===== config.mk =====
export PLATFORM = sky130hd
export DESIGN_NAME = accumulator_harvard_cpu
export DESIGN_NICKNAME = d
export VERILOG_FILES = /design/src/design/ahc_pkg.sv /design/src/design/ahc_imem.sv /design/src/design/ahc_dmem.sv /design/src/design/accumulator_harvard_cpu.sv
export SDC_FILE = /design/constraint.sdc
export NUM_CORES = 2
export LEC_CHECK = 0
export BUFFER_PORTS_ARGS = -buffer_cell sky130_fd_sc_hd__buf_2
export CAP_MARGIN = 20
export CORE_MARGIN = 10
export CORE_UTILIZATION = 40
export CTS_CLUSTER_SIZE = 14
export DETAILED_ROUTE_END_ITERATION = 10
export GPL_TIMING_DRIVEN = 1
export MAX_ROUTING_LAYER = met4
export PLACE_DENSITY = 0.58
export SYNTH_ARGS = -nofsm -noshare
export SYNTH_HDL_FRONTEND = slang
export SYNTH_SLANG_ARGS = --single-unit

===== constraint.sdc =====
create_clock -name clk -period 7.58 [get_ports clk]
set_clock_uncertainty 0.15 [all_clocks]
set_input_delay 0.379 -clock clk [delete_from_list [all_inputs] [get_ports clk]]
set_output_delay 0.379 -clock clk [all_outputs]
set_load 0.005 [all_outputs]

===== src/design/ahc_pkg.sv =====
package ahc_pkg;

  localparam int IM_WORD_W   = 8;
  localparam int LOAD_ADDR_W = 7;
  localparam int PC_OUT_W    = 7;
  localparam int VALUE_W     = 32;

  // Address arithmetic runs on 9 bits: enough for any depth up to 256 plus a small step.
  localparam int MOD_W       = 9;
  localparam int RECIP_SHIFT = 20;
  localparam int RECIP_W     = 20;

  localparam logic OPER_WRITE = 1'b0;
  localparam logic OPER_STEP  = 1'b1;

  localparam logic [IM_WORD_W-1:0] OP_LOAD  = 8'd1;
  localparam logic [IM_WORD_W-1:0] OP_ADD   = 8'd2;
  localparam logic [IM_WORD_W-1:0] OP_STORE = 8'd3;
  localparam logic [IM_WORD_W-1:0] OP_SUB   = 8'd4;
  localparam logic [IM_WORD_W-1:0] OP_IN    = 8'd5;
  localparam logic [IM_WORD_W-1:0] OP_OUT   = 8'd6;
  localparam logic [IM_WORD_W-1:0] OP_HALT  = 8'd7;
  localparam logic [IM_WORD_W-1:0] OP_JMP   = 8'd8;
  localparam logic [IM_WORD_W-1:0] OP_SKIPZ = 8'd9;
  localparam logic [IM_WORD_W-1:0] OP_SKIPG = 8'd10;
  localparam logic [IM_WORD_W-1:0] OP_SKIPL = 8'd11;

  // x mod d for a constant d, through recip = ceil(2^RECIP_SHIFT / d).
  // For x < 512 and d <= 256 the quotient estimate is exact.
  function automatic logic [MOD_W-1:0] mod_const(input logic [MOD_W-1:0]   x,
                                                 input logic [MOD_W-1:0]   d,
                                                 input logic [RECIP_W-1:0] recip);
    logic [MOD_W+RECIP_W-1:0] prod;
    logic [MOD_W-1:0]         quo;
    logic [2*MOD_W-1:0]       qd;
    prod = (MOD_W+RECIP_W)'(x) * (MOD_W+RECIP_W)'(recip);
    quo  = prod[RECIP_SHIFT +: MOD_W];
    qd   = (2*MOD_W)'(quo) * (2*MOD_W)'(d);
    return x - qd[MOD_W-1:0];
  endfunction

  // (x + inc) mod d, valid while x < d and inc <= d
  function automatic logic [MOD_W-1:0] inc_wrap(input logic [MOD_W-1:0] x,
                                                input logic [MOD_W-1:0] inc,
                                                input logic [MOD_W-1:0] d);
    logic [MOD_W-1:0] s;
    s = x + inc;
    return (s >= d) ? s - d : s;
  endfunction

endpackage


===== src/design/ahc_imem.sv =====
module ahc_imem #(
  parameter int DEPTH = 128,
  parameter int AW    = 7
) (
  input  logic                          clk,
  input  logic                          rst_n,
  input  logic                          wr_en,
  input  logic [AW-1:0]                 wr_addr,
  input  logic [ahc_pkg::IM_WORD_W-1:0] wr_data,
  input  logic                          rd_en,
  input  logic [AW-1:0]                 rd_addr0,
  input  logic [AW-1:0]                 rd_addr1,
  output logic [ahc_pkg::IM_WORD_W-1:0] rd_data0,
  output logic [ahc_pkg::IM_WORD_W-1:0] rd_data1
);
  import ahc_pkg::*;

  logic [IM_WORD_W-1:0] mem [DEPTH];
  logic [DEPTH-1:0]     vld_r;
  logic [IM_WORD_W-1:0] rd_data0_r;
  logic [IM_WORD_W-1:0] rd_data1_r;

  always_ff @(posedge clk) begin
    if (wr_en) begin
      mem[wr_addr] <= wr_data;
    end
  end

  // entries never written read as zero
  always_ff @(posedge clk) begin
    if (!rst_n) begin
      vld_r <= '0;
    end else if (wr_en) begin
      vld_r[wr_addr] <= 1'b1;
    end
  end

  always_ff @(posedge clk) begin
    if (rd_en) begin
      rd_data0_r <= vld_r[rd_addr0] ? mem[rd_addr0] : '0;
      rd_data1_r <= vld_r[rd_addr1] ? mem[rd_addr1] : '0;
    end
  end

  assign rd_data0 = rd_data0_r;
  assign rd_data1 = rd_data1_r;

endmodule


===== src/design/ahc_dmem.sv =====
module ahc_dmem #(
  parameter int DEPTH = 16,
  parameter int AW    = 4,
  parameter int W     = 32
) (
  input  logic          clk,
  input  logic          rst_n,
  input  logic          wr_en,
  input  logic [AW-1:0] wr_addr,
  input  logic [W-1:0]  wr_data,
  input  logic          rd_en,
  input  logic [AW-1:0] rd_addr,
  output logic [W-1:0]  rd_data
);

  logic [W-1:0]     mem [DEPTH];
  logic [DEPTH-1:0] vld_r;
  logic [W-1:0]     rd_data_r;

  always_ff @(posedge clk) begin
    if (wr_en) begin
      mem[wr_addr] <= wr_data;
    end
  end

  always_ff @(posedge clk) begin
    if (!rst_n) begin
      vld_r <= '0;
    end else if (wr_en) begin
      vld_r[wr_addr] <= 1'b1;
    end
  end

  always_ff @(posedge clk) begin
    if (rd_en) begin
      rd_data_r <= vld_r[rd_addr] ? mem[rd_addr] : '0;
    end
  end

  assign rd_data = rd_data_r;

endmodule


===== src/design/accumulator_harvard_cpu.sv =====
// Timing: a step word passes through instruction fetch, then data memory read and execute,
// before its result is registered; a program write or a HALT step retires from the fetch state.
// Throughput: one program write per cycle while the output is not stalled; the next word is
// accepted on the cycle the current one retires, since its fetch needs the updated PC.
// Reset (synchronous, rst_n low): PC and accumulator cleared, both memories read as zero
// through per-entry valid bits, so no clearing pass is needed.
module accumulator_harvard_cpu #(
  parameter int PROGRAM_DEPTH = 128,
  parameter int DATA_DEPTH    = 16,
  parameter int ACC_WIDTH     = 32
) (
  input  logic                                  clk,
  input  logic                                  rst_n,
  input  logic                                  in_valid,
  output logic                                  in_stall,
  input  logic                                  in_operation,
  input  logic [ahc_pkg::LOAD_ADDR_W-1:0]       in_load_address,
  input  logic [ahc_pkg::IM_WORD_W-1:0]         in_program_word,
  input  logic signed [ahc_pkg::VALUE_W-1:0]    in_in_value,
  output logic                                  out_valid,
  input  logic                                  out_stall,
  output logic [ahc_pkg::PC_OUT_W-1:0]          out_pc_now,
  output logic signed [ahc_pkg::VALUE_W-1:0]    out_acc_now,
  output logic                                  out_out_valid,
  output logic signed [ahc_pkg::VALUE_W-1:0]    out_out_value,
  output logic                                  out_halted,
  output logic                                  out_bad_opcode
);
  import ahc_pkg::*;

  localparam int PW = (PROGRAM_DEPTH > 1) ? $clog2(PROGRAM_DEPTH) : 1;
  localparam int DW = (DATA_DEPTH > 1) ? $clog2(DATA_DEPTH) : 1;
  localparam logic [MOD_W-1:0]   PDEP = MOD_W'(PROGRAM_DEPTH);
  localparam logic [MOD_W-1:0]   DDEP = MOD_W'(DATA_DEPTH);
  localparam logic [RECIP_W-1:0] PREC =
    RECIP_W'((2**RECIP_SHIFT + PROGRAM_DEPTH - 1) / PROGRAM_DEPTH);
  localparam logic [RECIP_W-1:0] DREC =
    RECIP_W'((2**RECIP_SHIFT + DATA_DEPTH - 1) / DATA_DEPTH);

  typedef enum logic [2:0] {
    ST_IDLE  = 3'b001,
    ST_FETCH = 3'b010,
    ST_EXEC  = 3'b100
  } state_t;

  state_t                  state_r, state_nxt;
  logic [PW-1:0]           pc_r, pc_nxt;
  logic [ACC_WIDTH-1:0]    acc_r, acc_nxt;
  logic                    step_r;
  logic signed [VALUE_W-1:0] value_r;

  logic [IM_WORD_W-1:0]    im_op, im_arg;
  logic [PW-1:0]           im_rd_addr1, im_wr_addr;
  logic                    im_wr_en;

  logic [IM_WORD_W-1:0]    op_r;
  logic [PW-1:0]           pc2_r, pc4_r, jmp_r;
  logic [DW-1:0]           da_r;
  logic [PW-1:0]           pc2_c, pc4_c, jmp_c;
  logic [DW-1:0]           da_c;
  logic [ACC_WIDTH-1:0]    dm_rdata;
  logic                    dm_we, dm_rd_en;

  logic                    is_halt, fetch_done, finish, out_free, in_accept;
  logic                    res_out_valid, res_halted, res_bad;
  logic [VALUE_W-1:0]      res_out_value;

  logic                    out_valid_r;
  logic [PC_OUT_W-1:0]     out_pc_now_r;
  logic [VALUE_W-1:0]      out_acc_now_r, out_out_value_r;
  logic                    out_out_valid_r, out_halted_r, out_bad_r;

  // ---- handshake ----
  assign out_free   = !out_valid_r || !out_stall;
  assign is_halt    = step_r && (im_op == OP_HALT);
  assign fetch_done = !step_r || is_halt;
  assign finish     = out_free && (((state_r == ST_FETCH) && fetch_done) ||
                                   (state_r == ST_EXEC));
  assign in_stall   = !((state_r == ST_IDLE) || finish);
  assign in_accept  = in_valid && !in_stall;

  // ---- instruction memory: program writes and fetch at the next PC ----
  assign im_wr_en    = in_accept && (in_operation == OPER_WRITE);
  assign im_wr_addr  = PW'(mod_const(MOD_W'(in_load_address), PDEP, PREC));
  assign im_rd_addr1 = PW'(inc_wrap(MOD_W'(pc_nxt), MOD_W'(1), PDEP));

  ahc_imem #(
    .DEPTH (PROGRAM_DEPTH),
    .AW    (PW)
  ) u_imem (
    .clk      (clk),
    .rst_n    (rst_n),
    .wr_en    (im_wr_en),
    .wr_addr  (im_wr_addr),
    .wr_data  (in_program_word),
    .rd_en    (in_accept),
    .rd_addr0 (pc_nxt),
    .rd_addr1 (im_rd_addr1),
    .rd_data0 (im_op),
    .rd_data1 (im_arg)
  );

  // ---- decode in the fetch cycle ----
  assign pc2_c = PW'(inc_wrap(MOD_W'(pc_r), MOD_W'(2), PDEP));
  assign pc4_c = PW'(inc_wrap(MOD_W'(pc2_c), MOD_W'(2), PDEP));
  assign jmp_c = PW'(mod_const(MOD_W'(im_arg), PDEP, PREC));
  assign da_c  = DW'(mod_const(MOD_W'(im_arg), DDEP, DREC));

  assign dm_rd_en = (state_r == ST_FETCH) && !fetch_done;

  // only one item is in flight, so a store always lands before the next load reads
  ahc_dmem #(
    .DEPTH (DATA_DEPTH),
    .AW    (DW),
    .W     (ACC_WIDTH)
  ) u_dmem (
    .clk     (clk),
    .rst_n   (rst_n),
    .wr_en   (dm_we && finish),
    .wr_addr (da_r),
    .wr_data (acc_r),
    .rd_en   (dm_rd_en),
    .rd_addr (da_c),
    .rd_data (dm_rdata)
  );

  // ---- execute ----
  always_comb begin
    acc_nxt       = acc_r;
    pc_nxt        = pc_r;
    dm_we         = 1'b0;
    res_out_valid = 1'b0;
    res_out_value = '0;
    res_halted    = 1'b0;
    res_bad       = 1'b0;
    unique case (state_r)
      ST_FETCH: begin
        res_halted = is_halt;
      end
      ST_EXEC: begin
        pc_nxt = pc2_r;
        unique case (op_r)
          OP_LOAD:  acc_nxt = dm_rdata;
          OP_ADD:   acc_nxt = acc_r + dm_rdata;
          OP_STORE: dm_we = 1'b1;
          OP_SUB:   acc_nxt = acc_r - dm_rdata;
          OP_IN:    acc_nxt = ACC_WIDTH'(value_r);
          OP_OUT: begin
            res_out_valid = 1'b1;
            res_out_value = VALUE_W'(signed'(acc_r));
          end
          OP_JMP:   pc_nxt = jmp_r;
          OP_SKIPZ: begin
            if (acc_r == '0) pc_nxt = pc4_r;
          end
          OP_SKIPG: begin
            if ((acc_r != '0) && !acc_r[ACC_WIDTH-1]) pc_nxt = pc4_r;
          end
          OP_SKIPL: begin
            if (acc_r[ACC_WIDTH-1]) pc_nxt = pc4_r;
          end
          default:  res_bad = 1'b1;
        endcase
      end
      default: ;
    endcase
  end

  // ---- sequencer ----
  always_comb begin
    state_nxt = state_r;
    unique case (state_r)
      ST_IDLE: begin
        if (in_accept) state_nxt = ST_FETCH;
      end
      ST_FETCH: begin
        if (!fetch_done) begin
          state_nxt = ST_EXEC;
        end else if (finish) begin
          state_nxt = in_accept ? ST_FETCH : ST_IDLE;
        end
      end
      ST_EXEC: begin
        if (finish) state_nxt = in_accept ? ST_FETCH : ST_IDLE;
      end
      default: state_nxt = ST_IDLE;
    endcase
  end

  always_ff @(posedge clk) begin
    if (!rst_n) begin
      state_r     <= ST_IDLE;
      pc_r        <= '0;
      acc_r       <= '0;
      out_valid_r <= 1'b0;
    end else begin
      state_r <= state_nxt;
      if (finish) begin
        pc_r  <= pc_nxt;
        acc_r <= acc_nxt;
      end
      if (finish) begin
        out_valid_r <= 1'b1;
      end else if (!out_stall) begin
        out_valid_r <= 1'b0;
      end
    end
  end

  always_ff @(posedge clk) begin
    if (in_accept) begin
      step_r  <= (in_operation == OPER_STEP);
      value_r <= in_in_value;
    end
    if (state_r == ST_FETCH) begin
      op_r  <= im_op;
      pc2_r <= pc2_c;
      pc4_r <= pc4_c;
      jmp_r <= jmp_c;
      da_r  <= da_c;
    end
    if (finish) begin
      out_pc_now_r    <= PC_OUT_W'(pc_nxt);
      out_acc_now_r   <= VALUE_W'(signed'(acc_nxt));
      out_out_valid_r <= res_out_valid;
      out_out_value_r <= res_out_value;
      out_halted_r    <= res_halted;
      out_bad_r       <= res_bad;
    end
  end

  assign out_valid      = out_valid_r;
  assign out_pc_now     = out_pc_now_r;
  assign out_acc_now    = out_acc_now_r;
  assign out_out_valid  = out_out_valid_r;
  assign out_out_value  = out_out_value_r;
  assign out_halted     = out_halted_r;
  assign out_bad_opcode = out_bad_r;

  // ---- checks ----
  // architectural state only moves when a word retires into the output register
  a_out_matches_state: assert property (@(posedge clk) disable iff (!rst_n)
    out_valid_r |-> (out_pc_now_r == PC_OUT_W'(pc_r)) &&
                    (out_acc_now_r == VALUE_W'(signed'(acc_r))))
    else $error("held result disagrees with PC or accumulator");

  a_flags_exclusive: assert property (@(posedge clk) disable iff (!rst_n)
    out_valid_r |-> $onehot0({out_out_valid_r, out_halted_r, out_bad_r}))
    else $error("more than one result flag set");

  a_out_value_zero: assert property (@(posedge clk) disable iff (!rst_n)
    (out_valid_r && !out_out_valid_r) |-> (out_out_value_r == '0))
    else $error("out value nonzero without OUT");

  a_pc_in_range: assert property (@(posedge clk) disable iff (!rst_n)
    MOD_W'(pc_r) < PDEP)
    else $error("PC beyond program depth");

  a_result_after_work: assert property (@(posedge clk) disable iff (!rst_n)
    $rose(out_valid_r) |-> $past(state_r == ST_FETCH || state_r == ST_EXEC))
    else $error("result produced with no word in flight");

endmodule

# --- Word level (Yosys, flattened, before mapping) ---
# Memories as Yosys holds them, arrays and structs flattened. A register that Yosys moved wholly into a read port is not among the register bits.
# Index checks and enable logic that the tools add are counted.
word_totals:
  reg_bits: 327
  ram_bits: 1536
  memories: 2
mem_list:
  columns: ["name", "words", "word_bits", "rd", "rd_clocked_by_memory_dff", "write_ports", "line_no", "text"]
  rows:
  - ["u_imem.mem", 128, 8, 2, 2, 1, "ahc_imem.sv:18", "logic [IM_WORD_W-1:0] mem [DEPTH];"]
  - ["u_dmem.mem", 16, 32, 1, 1, 1, "ahc_dmem.sv:16", "logic [W-1:0] mem [DEPTH];"]
classes:
  n_addsub: 10
  magnitude_cmp: 10
  n_eq_ne: 16
  mux: 35
  bitwise: 3
  n_reduce_logical: 27
op_table:
  columns: ["cell", "count"]
  rows:
  - ["128-bit OR", 1]
  - ["32-bit one-hot mux with 4 select lines", 1]
  - ["7-bit 2-to-1 mux", 7]
  - ["32-bit adder", 1]
  - ["8-bit by 3-bit equality test with 1-bit output (second input constant)", 4]
  - ["8-bit by 4-bit equality test with 1-bit output (second input constant)", 4]
  - ["32-bit zero test", 1]
  - ["32-bit 2-to-1 mux", 1]
  - ["32-bit nonzero test", 1]
  - ["32-bit subtractor", 1]
  - ["7-bit one-hot mux with 4 select lines", 1]
  - ["7-bit by 1-bit subtractor with 7-bit output (second input constant)", 4]
  - ["8-bit >= comparator (second input constant)", 3]
  - ["7-bit by 8-bit less-than comparator with 1-bit output (second input constant)", 3]
  - ["7-bit by 2-bit adder with 8-bit output (second input constant)", 2]
  - ["8-bit by 2-bit equality test with 1-bit output (second input constant)", 2]
  - ["16-bit OR", 1]
  - ["1-bit 2-to-1 mux", 15]
  - ["1-bit binary-select mux with 7-bit select", 2]
  - ["1-bit logical AND", 10]
  - ["4-bit by 5-bit less-than comparator with 1-bit output (second input constant)", 2]
  - ["10-bit OR reduction", 1]
  - ["1-bit zero test", 9]
  - ["3-bit 2-to-1 mux", 3]
  - ["18 further kinds", 21]

# --- Longest topological paths before layout ---
depth:
  ltp_word: 12
  mapped_depth: 26

# --- Cells and area by module ---
# From an unflattened synthesis, not the netlist that was laid out.
hier_totals:
  cells_unflattened: 4614
  hier_area_um2: 85245.5
modules_own_cells:
  columns: ["mod", "n_inst", "cells_per_inst", "area_per_inst_um2", "seq_area_each_um2"]
  rows:
  - ["ahc_imem", 1, 2703, 54084.4, 33792.4]
  - ["ahc_dmem", 1, 884, 20840.0, 16656.0]
  - ["accumulator_harvard_cpu", 1, 1027, 10321.1, 4914.7]

# --- Worst setup path after synthesis ---
# Ideal clock, no wire load.
synth_timing:
  kind: "reg2reg"
  startpoint: "register op_r[7]"
  endpoint: "register u_imem.rd_data1_r[5] (netlist: u_imem.rd_data1[5]) (read register of u_imem.mem) (data pin)"
  t_arrival_ns: 5.392
  slack_ns: 1.754
  stages_incl_launch_ff: 25
  n_path_buf: 11
  path_cell_list: "edfxtp_1 > nor4_4 > nand3_1 > mux2i_1 > a21o_1 > buf_2 > inv_1 > buf_4 > buf_2 > buf_2 > clkbuf_1 > clkbuf_1 > buf_2 > ha_1 > clkbuf_1 > buf_1 > clkbuf_1 > clkbuf_1 > mux4_2 > nand2_1 > a31oi_1 > o31ai_1 > o211ai_1 > nand3_1 > nor3_1"
synth_via:
  elab_chain_len: 9
  elab_cells_between_ends: 13
  classes_between: "add/sub: 2; order compare: 1; eq/ne: 4; mux: 5; reduce/logical: 1"
synth_lines:
  columns: ["element", "line_no", "text"]
  rows:
  - ["start, declared", "accumulator_harvard_cpu.sv:56", "logic [IM_WORD_W-1:0] op_r;"]
  - ["start signal, assigned", "accumulator_harvard_cpu.sv:216", "op_r <= im_op;"]
  - ["8-bit by 4-bit equality test with 1-bit output", "accumulator_harvard_cpu.sv:142", "unique case (op_r)"]
  - ["7-bit one-hot mux with 4 select lines *", "accumulator_harvard_cpu.sv:142", null]
  - ["7-bit 2-to-1 mux *", "accumulator_harvard_cpu.sv:136", "unique case (state_r)"]
  - ["net pc_nxt[0]", "accumulator_harvard_cpu.sv:47", "logic [PW-1:0] pc_r, pc_nxt;"]
  - ["7-bit by 1-bit adder with 8-bit output *", "ahc_pkg.sv:47", "s = x + inc;"]
  - ["7-bit by 1-bit subtractor with 7-bit output / 8-bit >= comparator (equally long branches)", "ahc_pkg.sv:48", "return (s >= d) ? s - d : s;"]
  - ["7-bit 2-to-1 mux *", "ahc_pkg.sv:48", null]
  - ["1-bit binary-select mux with 7-bit select", "ahc_imem.sv:41", "rd_data1_r <= vld_r[rd_addr1] ? mem[rd_addr1] : '0;"]
  - ["1-bit 2-to-1 mux (not written as such)", "ahc_imem.sv:41", null]
  - ["1-bit zero test (no source line)", null, null]
  - ["end, declared", "ahc_imem.sv:21", "logic [IM_WORD_W-1:0] rd_data1_r;"]
# Mark *: on every way through the listed nets, which the timed path passes. The rest lies on a longest branch. The select of a mux whose other input is x is not followed.
# A chain may end at the register's enable or synchronous reset.

# --- Worst setup path in the final report ---
layout_timing:
  startpoint: "register acc_r[25]"
  endpoint: "register u_imem.rd_data1_r[3] (netlist: u_imem.rd_data1[3]) (read register of u_imem.mem) (data pin)"
layout_via:
  elab_chain_len: 11
  elab_cells_between_ends: 14
  classes_between: "add/sub: 2; order compare: 1; mux: 7; reduce/logical: 4"
layout_lines:
  columns: ["element", "line_no", "text"]
  rows:
  - ["start, declared", "accumulator_harvard_cpu.sv:48", "logic [ACC_WIDTH-1:0] acc_r, acc_nxt;"]
  - ["start signal, assigned", "accumulator_harvard_cpu.sv:200", "acc_r <= acc_nxt;"]
  - ["32-bit nonzero test", "accumulator_harvard_cpu.sv:157", "if ((acc_r != '0) && !acc_r[ACC_WIDTH-1]) pc_nxt = pc4_r;"]
  - ["1-bit logical AND", "accumulator_harvard_cpu.sv:157", null]
  - ["7-bit 2-to-1 mux", "accumulator_harvard_cpu.sv:157", null]
  - ["7-bit one-hot mux with 4 select lines *", "accumulator_harvard_cpu.sv:142", null]
  - ["7-bit 2-to-1 mux *", "accumulator_harvard_cpu.sv:136", null]
  - ["7-bit by 1-bit adder with 8-bit output *", "ahc_pkg.sv:47", null]
  - ["7-bit by 1-bit subtractor with 7-bit output / 8-bit >= comparator (equally long branches)", "ahc_pkg.sv:48", null]
  - ["7-bit 2-to-1 mux *", "ahc_pkg.sv:48", null]
  - ["1-bit binary-select mux with 7-bit select", "ahc_imem.sv:41", null]
  - ["1-bit 2-to-1 mux (not written as such)", "ahc_imem.sv:41", null]
  - ["1-bit zero test (no source line)", null, null]
# Every way passes the cells marked *; elsewhere a longest branch is shown, timed or not. The select of a mux whose other input is x is not followed.

==> flow_metrics.env <==
export IMPL_max_slew_margin_pct=16.4
export IMPL_synth_distinct_cells=87
export IMPL_antenna_violations_before_repair=8
export IMPL_worst_setup_path_start_kind="flip-flop"
export IMPL_synth_fp_nets=5067
export IMPL_dr_total_vias=50000
export IMPL_avgSynthCellArea_sq_um=16.9
export IMPL_critical_path_startpoint="acc_r[25]"
export IMPL_drc=0
export IMPL_final_nets=5304
export IMPL_max_cap_violations=0
export IMPL_rows=168
export IMPL_power_per_cell_area_nw_per_um2=230
export IMPL_clock_latency_ps=850
export IMPL_timing_worst_slew_pin_value_ps=1250
export IMPL_top_level_ports=128
export IMPL_fin_hold_ws_ps=61.2
export IMPL_report_final_setup_viol=0
export IMPL_post_cts_setup_buffer_count=0
export IMPL_clk_pin_slew_worst_paths_ps=60
export IMPL_maximum_number_of_pins_on_one_net_before_global_route_repair=131
export IMPL_crit_fanout=101
export IMPL_clock_tree_htree_level_count=4
export IMPL_p_clk_share_pct=46.0
export IMPL_p_comb_share_pct=2.2
export IMPL_layout_min_cycle_time_ps=6580
export IMPL_switching_share_pct=20.6
export IMPL_crit_path_cell_trace="nor4_1, nand4_2, o21bai_1, a31oi_1, a211oi_1, o21a_1, a211oi_1, nor3_4, buf_12, mux2i_1, mux4_2, a22oi_1, nand2_1, nor3_1"
export IMPL_cp_data_required_time_ps=8100
export IMPL_synthArstFlopShare_pct=0
export IMPL_post_dp_hpwl_um=165000
export IMPL_number_of_standard_cells_after_synthesis=4979
export IMPL_p_leak_nw=30.5
export IMPL_worstPathBufferInverterCount=1
export IMPL_rsz0062_at_grt="no"
export IMPL_routedWlPerCell_um=31.9
export IMPL_placeableCoreArea_sq_um=210000
export IMPL_globalRouteOverflowTotal=0
export IMPL_vdd_ir_drop_max_mv=0.256
export IMPL_grt_usage_pct=22.9
export IMPL_timing_final_crit_share_pct=86.8
export IMPL_die_x_um=479
export IMPL_grt_pass1_wl_um=372000
export IMPL_setup_total_negative_slack_ps=0
export IMPL_ys_dominant_reg_cell="sky130_fd_sc_hd__edfxtp_1"
export IMPL_drt_iter0_markers=6461
export IMPL_port_buffers=127
export IMPL_critical_path_top_delay_family="compound AO/OA/AOI/OAI gates"
export IMPL_die_area_sq_um=230000
export IMPL_die_h_um=479
export IMPL_report_final_hold_viol_count=0
export IMPL_yosys_area_top_type_share_pct=61.2
export IMPL_routability_congestion_estimate=0.990
export IMPL_cts_root_to_sink_buffers=3
export IMPL_timing_critical_path_to="u_imem.rd_data1[3]"
export IMPL_via_per_inst=6.11
export IMPL_cellInternalPower_mw=17.5
export IMPL_grt_pass1_vias=49400
export IMPL_cpMaxStageDelayCell="sky130_fd_sc_hd__nor4_1"
export IMPL_run_status="complete, no violations"
export IMPL_worst_setup_path_type="flip-flop to flip-flop"
export IMPL_tritoncts_num_sinks=1905
export IMPL_synth_ff_latch_count=1905
export IMPL_final_layout_size_suffix_gt1_share_pct=25.4
export IMPL_ctsRootBufferMaster="sky130_fd_sc_hd__clkbuf_16"
export IMPL_worst_path_stages=14
export IMPL_route_antenna_remaining_nets=0
export IMPL_syn_area_sq_um=84300
export IMPL_timing_reg2reg_setup_slack_ps=1000
export IMPL_synthToLayoutAreaGrowth_pct=14.1
export IMPL_holdCritPathClass="input pin to flip-flop"
export IMPL_r2r_start="acc_r[25]"
export IMPL_synth_top_cells_by_area="sky130_fd_sc_hd__edfxtp_1, sky130_fd_sc_hd__mux4_2, sky130_fd_sc_hd__dfxtp_1, sky130_fd_sc_hd__mux2i_1, sky130_fd_sc_hd__nor2_1"
export IMPL_synth_sequential_area_ratio_pct=65.6
export IMPL_synth_warnings=0
export IMPL_cts_made_buffers=192
export IMPL_p_switching_mw=4.57
export IMPL_drt_total_wl_um=261000
export IMPL_netlist_top_cell_by_area="sky130_fd_sc_hd__edfxtp_1"
export IMPL_p_seq_share_pct=51.8
export IMPL_timing_fmax_mhz=152
export IMPL_final_max_slew_viol_count=0
export IMPL_firstDrtPassIters=8
export IMPL_cts_tree="yes"
export IMPL_timing_rr_end="u_imem.rd_data1[3]"
export IMPL_crit_path_max_incr_delay_ps=720
export IMPL_cp_arrival_ps=7090
export IMPL_worst_r2r_path_depth=14
export IMPL_cpMostUsedCell="sky130_fd_sc_hd__a211oi_1"
export IMPL_start_util_pct=40.2
export IMPL_endpoint_kind="flip-flop"
export IMPL_synth_edf_count=1718
==> cell type report <==
cell class                 count  area [sq um]
antenna                        3          7.51
clock buffer                 255          5300
clock inverter               108          1460
fill                       17900        113000
inverter                      26           126
multi-input combinational   2741         27800
sequential                  1905         55300
tap                         2805          3510
timing repair buffer         350          2700
==> per-layer routing <==
metal | GRT usage, % | share of wire [%] | up-vias
li1 | - | - | 20600
met1 | 30.0 | 40 | 26300
met2 | 35.4 | 47 | 2593
met3 | 4.00 | 8.4 | 537
met4 | 9.51 | 4.8 | 0
met5 | - | 0 | -
==> through the flow <==
step / utilization, % / worst slack (ps) / instances / power [mW] / area (sq um)
global route: 45.9 / 784 / 8192 / 22.7 / 96200
CTS: 45.8 / 1200 / 8177 / 22.3 / 96100
detailed placement: 42.4 / 1220 / 7771 / 12.1 / 88900
global placement: 42.3 / 1220 / 7760 / 12.1 / 88700
floorplan: - / 1750 / 4979 / 11.9 / 84300
finish: 45.9 / 1000 / 8193 / 22.1 / 96200
==> synthesized netlist by cell type (19+ instances only) <==
master and count:
sky130_fd_sc_hd__a31oi_1 48, sky130_fd_sc_hd__o21ai_0 75, sky130_fd_sc_hd__buf_1 39, sky130_fd_sc_hd__a211oi_1 22
sky130_fd_sc_hd__a22oi_1 27, sky130_fd_sc_hd__nor2b_1 42, sky130_fd_sc_hd__buf_2 82, sky130_fd_sc_hd__edfxtp_1 1718
sky130_fd_sc_hd__and3_1 20, sky130_fd_sc_hd__a21oi_1 112, sky130_fd_sc_hd__o22ai_1 38, sky130_fd_sc_hd__nor4_1 28
sky130_fd_sc_hd__nor3_1 64, sky130_fd_sc_hd__o21a_1 19, sky130_fd_sc_hd__nand2_1 313, sky130_fd_sc_hd__nand3_1 77
sky130_fd_sc_hd__and2_1 41, sky130_fd_sc_hd__inv_1 21, sky130_fd_sc_hd__ha_1 35, sky130_fd_sc_hd__clkbuf_1 165
sky130_fd_sc_hd__nor2_1 561, sky130_fd_sc_hd__mux2i_1 227, sky130_fd_sc_hd__dfxtp_1 187, sky130_fd_sc_hd__buf_4 20
sky130_fd_sc_hd__xor2_1 35, sky130_fd_sc_hd__mux4_2 678, sky130_fd_sc_hd__xnor2_1 33
==> how the worst min path moves through the flow <==
stage | startpoint | to | slack, ps | depth (start not counted)
3_5_place_dp | pc_r[0] | pc2_r[0] | 300 | 0
4_1_cts | in_program_word[7] | u_imem.mem[79][7] | 40 | 1
2_1_floorplan | u_imem.rd_data1[4] | jmp_r[4] | 250 | 0
3_3_place_gp | pc_r[0] | pc2_r[0] | 290 | 0
6_report | in_program_word[7] | u_imem.mem[79][7] | 60 | 1
5_1_grt | in_program_word[7] | u_imem.mem[79][7] | 80 | 1
==> state kept, by name, indices dropped and copies added, names as in the netlist, 3 cells and up <==
| signal | count |
|---|---|
| out_out_value | 32 |
| out_pc_now | 7 |
| value_r | 32 |
| op_r | 8 |
| pc2_r | 7 |
| pc4_r | 6 |
| u_dmem.rd_data | 32 |
| acc_r | 32 |
| u_imem.rd_data1 | 7 |
| jmp_r | 7 |
| pc_r | 7 |
| u_imem.mem | 1024 |
| out_acc_now | 32 |
| u_dmem.mem | 512 |
| u_dmem.vld_r | 16 |
| u_imem.rd_data0 | 8 |
| u_imem.vld_r | 128 |
| state_r | 3 |
==> power groups by stage <==
| stage | combinational, mW | sequential [mW] | clock, mW |
|---|---|---|---|
| 6_report | 0.481 | 11.5 | 10.2 |
| 5_1_grt | 0.509 | 11.5 | 10.8 |
| 4_1_cts | 0.485 | 11.5 | 10.3 |
| 3_5_place_dp | 0.465 | 11.7 | 0 |
| 3_3_place_gp | 0.459 | 11.7 | 0 |
| 2_1_floorplan | 0.226 | 11.7 | 0 |
==> logic make-up (layout without fill, tap and decap cells) <==
| family | after synthesis | after routing | share of synthesized area, % |
|---|---|---|---|
| and+or+nand+nor | 1206 | 1206 | 6.25 |
| AOI/OAI and AO/OA | 506 | 506 | 4.02 |
| DFF | 1905 | 1905 | 65.6 |
| adders and majority gates | 36 | 36 | 0.543 |
| muxes | 920 | 920 | 21.0 |
| buffers and inverters | 333 | 739 | 1.71 |
| xor gates and xnor gates | 73 | 73 | 0.843 |
| other | 0 | 3 | 0 |
==> repair_timing <==
action                                  4_1_cts  5_1_grt
endpoints found under the setup margin        0        0
hold endpoints to repair                    381        0
hold buffers                                 43        0
gates resized for setup                       0        0
==> cells in the final DEF (no fill, tap or decap), types with 16 or more instances in the layout <==
cell	n
sky130_fd_sc_hd__edfxtp_1	1718
sky130_fd_sc_hd__mux4_2	678
sky130_fd_sc_hd__nor2_1	546
sky130_fd_sc_hd__nand2_1	312
sky130_fd_sc_hd__mux2i_1	226
sky130_fd_sc_hd__clkbuf_16	195
sky130_fd_sc_hd__dfxtp_1	187
sky130_fd_sc_hd__buf_4	156
sky130_fd_sc_hd__buf_2	119
sky130_fd_sc_hd__a21oi_1	112
sky130_fd_sc_hd__nand3_1	76
sky130_fd_sc_hd__o21ai_0	74
sky130_fd_sc_hd__nor3_1	58
sky130_fd_sc_hd__a31oi_1	48
sky130_fd_sc_hd__dlygate4sd3_1	43
sky130_fd_sc_hd__nor2b_1	42
sky130_fd_sc_hd__clkbuf_1	41
sky130_fd_sc_hd__and2_1	40
sky130_fd_sc_hd__clkinv_2	39
sky130_fd_sc_hd__o22ai_1	38
sky130_fd_sc_hd__xor2_1	35
sky130_fd_sc_hd__ha_1	34
sky130_fd_sc_hd__xnor2_1	32
sky130_fd_sc_hd__bufinv_16	30
sky130_fd_sc_hd__nor4_1	28
sky130_fd_sc_hd__a22oi_1	27
sky130_fd_sc_hd__a211oi_1	22
sky130_fd_sc_hd__clkinv_1	21
sky130_fd_sc_hd__clkbuf_8	20
sky130_fd_sc_hd__o21a_1	19
sky130_fd_sc_hd__and3_1	19
sky130_fd_sc_hd__inv_1	18
sky130_fd_sc_hd__nand2b_1	17
sky130_fd_sc_hd__o211ai_1	17
sky130_fd_sc_hd__a21o_1	16
sky130_fd_sc_hd__a221oi_1	16
Power figures use the tool's default switching activity.
